[config.mk]
export PLATFORM = sky130hd
export DESIGN_NAME = ils_cell
export DESIGN_NICKNAME = d
export VERILOG_FILES = /design/src/rtl/core/ils_pkg.sv /design/src/rtl/core/ils_cell.sv
export SDC_FILE = /design/constraint.sdc
export NUM_CORES = 1
export LEC_CHECK = 0
export ABC_CLOCK_PERIOD_IN_PS = 2410
export BUFFER_PORTS_ARGS = -buffer_cell sky130_fd_sc_hd__buf_2
export CAP_MARGIN = 20
export CORE_UTILIZATION = 36
export DETAILED_ROUTE_END_ITERATION = 8
export PLACE_DENSITY = 0.77
export SLEW_MARGIN = 0
export SYNTH_ARGS = -nofsm -noshare
export SYNTH_HDL_FRONTEND = slang
export SYNTH_SLANG_ARGS = --single-unit
[constraint.sdc]
create_clock -name i_clk -period 2.41 [get_ports i_clk]
set_clock_uncertainty 0.2 [all_clocks]
set_input_delay 0.1205 -clock i_clk [delete_from_list [all_inputs] [get_ports i_clk]]
set_output_delay 0.1205 -clock i_clk [all_outputs]
set_load 0.05 [all_outputs]
[src/rtl/core/ils_pkg.sv]
`timescale 1ns / 1ps
// ils_pkg: shared types and constants for the indexed list store.
// Used by ils_cell and indexed_list_store; depends on nothing.

package ils_pkg;

    // Default sizing of the store
    localparam int DEF_CAPACITY    = 64;
    localparam int DEF_HANDLE_BITS = 32;

    // Fixed field widths of the request and result
    localparam int CMD_W    = 3;
    localparam int POS_W    = 6;
    localparam int HIN_W    = 32;
    localparam int COUNT_W  = 7;
    localparam int APB_AW   = 2;
    localparam int APB_DW   = 32;

    // Register map
    localparam logic [APB_AW-1:0] ADDR_REPORT_EN = 2'd0;

    typedef enum logic [CMD_W-1:0] {
        CMD_GET    = 3'd0,
        CMD_PUT    = 3'd1,
        CMD_APPEND = 3'd2,
        CMD_INSERT = 3'd3,
        CMD_REMOVE = 3'd4
    } t_cmd;

    // What every cell of the row does in one update
    typedef enum logic [1:0] {
        OP_HOLD   = 2'd0,
        OP_WRITE  = 2'd1,
        OP_INSERT = 2'd2,
        OP_REMOVE = 2'd3
    } t_cell_op;

endpackage

[src/rtl/core/ils_cell.sv]
`timescale 1ns / 1ps
// ils_cell: one slot of the list; holds a handle and shifts with its neighbors.
// Depends on ils_pkg.

module ils_cell #(
    parameter int IDX         = 0,
    parameter int HANDLE_BITS = ils_pkg::DEF_HANDLE_BITS,
    parameter int CW          = 7
) (
    input  logic                   i_clk,
    input  logic                   i_rst_n,
    input  logic                   i_upd,
    input  ils_pkg::t_cell_op      i_op,
    input  logic [CW-1:0]          i_tgt,
    input  logic [CW-1:0]          i_len,
    input  logic [HANDLE_BITS-1:0] i_handle,
    input  logic [HANDLE_BITS-1:0] i_left,
    input  logic [HANDLE_BITS-1:0] i_right,
    output logic [HANDLE_BITS-1:0] o_q
);

    localparam logic [CW-1:0] MY_IDX  = CW'(IDX);
    localparam logic [CW-1:0] MY_NEXT = CW'(IDX + 1);

    logic [HANDLE_BITS-1:0] r_q;
    logic [HANDLE_BITS-1:0] n_q;

    always_comb begin
        n_q = r_q;
        case (i_op)
            ils_pkg::OP_WRITE: begin
                if (MY_IDX == i_tgt) n_q = i_handle;
            end
            ils_pkg::OP_INSERT: begin
                if (MY_IDX == i_tgt) begin
                    n_q = i_handle;
                end else if (MY_IDX > i_tgt && MY_IDX <= i_len) begin
                    n_q = i_left;
                end
            end
            ils_pkg::OP_REMOVE: begin
                // slots from the target up pull from the right; old top slot clears
                if (MY_IDX >= i_tgt && MY_NEXT < i_len) begin
                    n_q = i_right;
                end else if (MY_NEXT == i_len) begin
                    n_q = '0;
                end
            end
            default: n_q = r_q;
        endcase
    end

    always_ff @(posedge i_clk) begin
        if (!i_rst_n) begin
            r_q <= '0;
        end else if (i_upd) begin
            r_q <= n_q;
        end
    end

    assign o_q = r_q;

endmodule

==> flow_metrics.tcl <==
set metrics [dict create \
    path_max_fanout 32 \
    drt_iter0_drc 261 \
    start_kind "input pin" \
    routabilityCongestion 0.734 \
    slowest_delay_ps 560 \
    vias 2665 \
    htree_num_levels 2 \
    path_delay_family "simple AND/OR/NAND/NOR gates" \
    worstHoldPathCells 3 \
    clkLatencyLatePin_ps 280 \
    die_area_um2 5580 \
    ys_ff_latch 32 \
    run_status "finished, final reports clean" \
    core_area_um2 5110 \
    hold_viol 0 \
    antenna_found_initial 0 \
    syn_avg_cell_area_um2 9.41 \
    r2r_start "o_q[18]$_SDFFE_PN0P_" \
    syn_inst 202 \
    cts_sinks 32 \
    arrival_ps 2240 \
    worst_pin_slew_ps 831 \
    reg2reg_depth 2 \
    finalNonFillerCells 476 \
    r2r_end "o_q[18]$_SDFFE_PN0P_" \
    drv_cap 0 \
    ctsRootBufferMaster "clkbuf_8" \
    period_minus_slack_ps 2230 \
    p_per_area_nw_per_um2 457 \
    nNetsFinal 523 \
    fillers 405 \
    relSlewSlack 0.445 \
    grt_pass1_wl_mm 11.3 \
    hp-class "input pin to flop" \
    critPathBufInv 2 \
    die_w_um 74.7 \
    period_share 0.924 \
    peakVddDrop_uv 294 \
    postRouteAntennaNets 0 \
    yosysSeqAreaShare 0.337 \
    hold_end "o_q[9]$_SDFFE_PN0P_" \
    power_uw 1570 \
    cp-end-kind "flop" \
    crit_slowest_cell "or4_1" \
    critPathKind "input pin to flop" \
    syn-num-nets 320 \
    hold_start "i_handle[9]" \
    wirelength_mm 7.59 \
    die-height_um 74.7 \
    timing.hold.ws_ps 4.70 \
    syn_to_final_growth_pct 80.2 \
    clkSlewWorstSetupHoldPaths_ps 60 \
    start_util 0.372 \
    pin_count 147 \
    track_usage 0.270 \
    cp.required_ps 2420 \
    placed_cell_area_um2 2730 \
    leakage_uw 0.00161 \
    numCtsBuffers 5 \
    final_core_util 0.671 \
    postCtsSetupBuffers 0 \
    portBuffers 146 \
    final_area_um2 3430 \
    largest_register_ffs 32 \
    crit_chain "buf_2 > or4_1 > or4b_4 > a311oi_4 > buf_4 > o21ai_1 > a21oi_1" \
    place_hpwl_mm 4.48 \
    globalRouteOverflowTotal 0 \
    cts.path.max_buffers 2 \
    max_freq_mhz 449 \
    setup_violations 0 \
    num_rows 26 \
    drc 0 \
    grt_max_degree 33 \
    syn-cell-area_um2 1900 \
    drv_slew 0 \
    avgRoutedWirePerCell_um 15.9 \
    r2r_setup_slack_ps 1540 \
    rsz0062_at_grt "no" \
    drive_gt1_frac 0.498 \
    place_inst 408 \
    n_antenna_cell 0 \
    viasPerCell 5.60 \
    synth.distinct_cells 22 \
    cts_tree "built" \
    ys_warn_count 0 \
    drtPass1Iterations 6 \
    grt_pass1_vias 2539 \
]
[tightest hold or removal path, cell delays in order]
cell and delay, ps:
buf_2 90, a222oi_1 90, a21oi_1 150
[cells in the mapped netlist (all sizes together)]
cell type,n,area (um^2)
nand2,2,7.51
nor3,1,5.00
or4b,1,13.8
buf,6,48.8
a222oi,31,310
o311ai,1,8.76
a31oi,1,6.26
clkbuf,16,60.1
mux2,32,360
o21ai,33,165
ha,3,37.5
o31ai,1,7.51
a21oi,32,160
nor2,3,11.3
dfxtp,32,641
or4,1,7.51
a22oi,1,7.51
inv,3,11.3
a311oi,1,26.3
nor4,1,6.26
[layout make-up]
type	instances	area, um^2	area share
Clock buffer	6	82.6	0.0241
Clock inverter	2	10.0	0.00292
Inverter	3	11.3	0.00329
Multi-Input combinational cell	145	1150	0.334
Sequential cell	32	641	0.187
Tap cell	70	87.6	0.0256
Timing Repair Buffer	218	1450	0.423
[worst max path at each step]
stage / from / endpoint / depth (start not counted)
floorplan: i_len[6] / o_q[0]$_SDFFE_PN0P_ / 5
global placement: i_len[6] / o_q[20]$_SDFFE_PN0P_ / 7
detailed placement: i_len[6] / o_q[6]$_SDFFE_PN0P_ / 8
CTS: i_len[6] / o_q[6]$_SDFFE_PN0P_ / 8
global route: i_len[6] / o_q[6]$_SDFFE_PN0P_ / 8
finish: i_len[6] / o_q[3]$_SDFFE_PN0P_ / 7
[report_power, final]
part / switching [uW] / internal (uW) / leakage, uW / total (uW)
combinational: 306 / 248 / 0.00129 / 554
sequential: 19.5 / 568 / 0.000262 / 587
clock: 196 / 227 / 0.0000510 / 424
total: 522 / 1040 / 0.00161 / 1570
[metal layers]
layer,GRT usage,up-vias,share of wire
met4,0.157,0,0.031
met2,0.485,169,0.52
met5,0,-,0
met1,0.287,1226,0.37
met3,0.0669,32,0.080
li1,-,1238,-
[cells by family after synthesis]
family	after synthesis	synth area share
buf+inv	25	0.0632
compound gates	101	0.364
simple gates	9	0.0270
flops	32	0.337
mux	32	0.189
fa+ha+maj	3	0.0197
[cell usage in the layout (no fill, tap or decap), drive strengths merged, types with 2 or more instances in the layout]
master / netlist / final
a21oi: 32 / 32
inv: 3 / 3
o21ai: 33 / 33
a222oi: 31 / 31
clkbuf: 16 / 6
buf: 6 / 158
mux2: 32 / 32
clkinv: 0 / 2
nand2: 2 / 2
dlygate4sd3: 0 / 60
nor2: 3 / 3
dfxtp: 32 / 32
ha: 3 / 3
[timing repair]
action                                 CTS  global route
endpoints found under the hold margin   32             0
resized for setup                        0             0
hold buffers                            60             0
[metrics by stage]
step / worst slack, ps / setup TNS [ps]
floorplan: 80.6 / 0
global placement: -35.2 / -422
detailed placement: -80.2 / -1590
CTS: 214 / 0
global route: 124 / 0
finish: 182 / 0
Note: power is estimated with default switching activity, not from simulation.
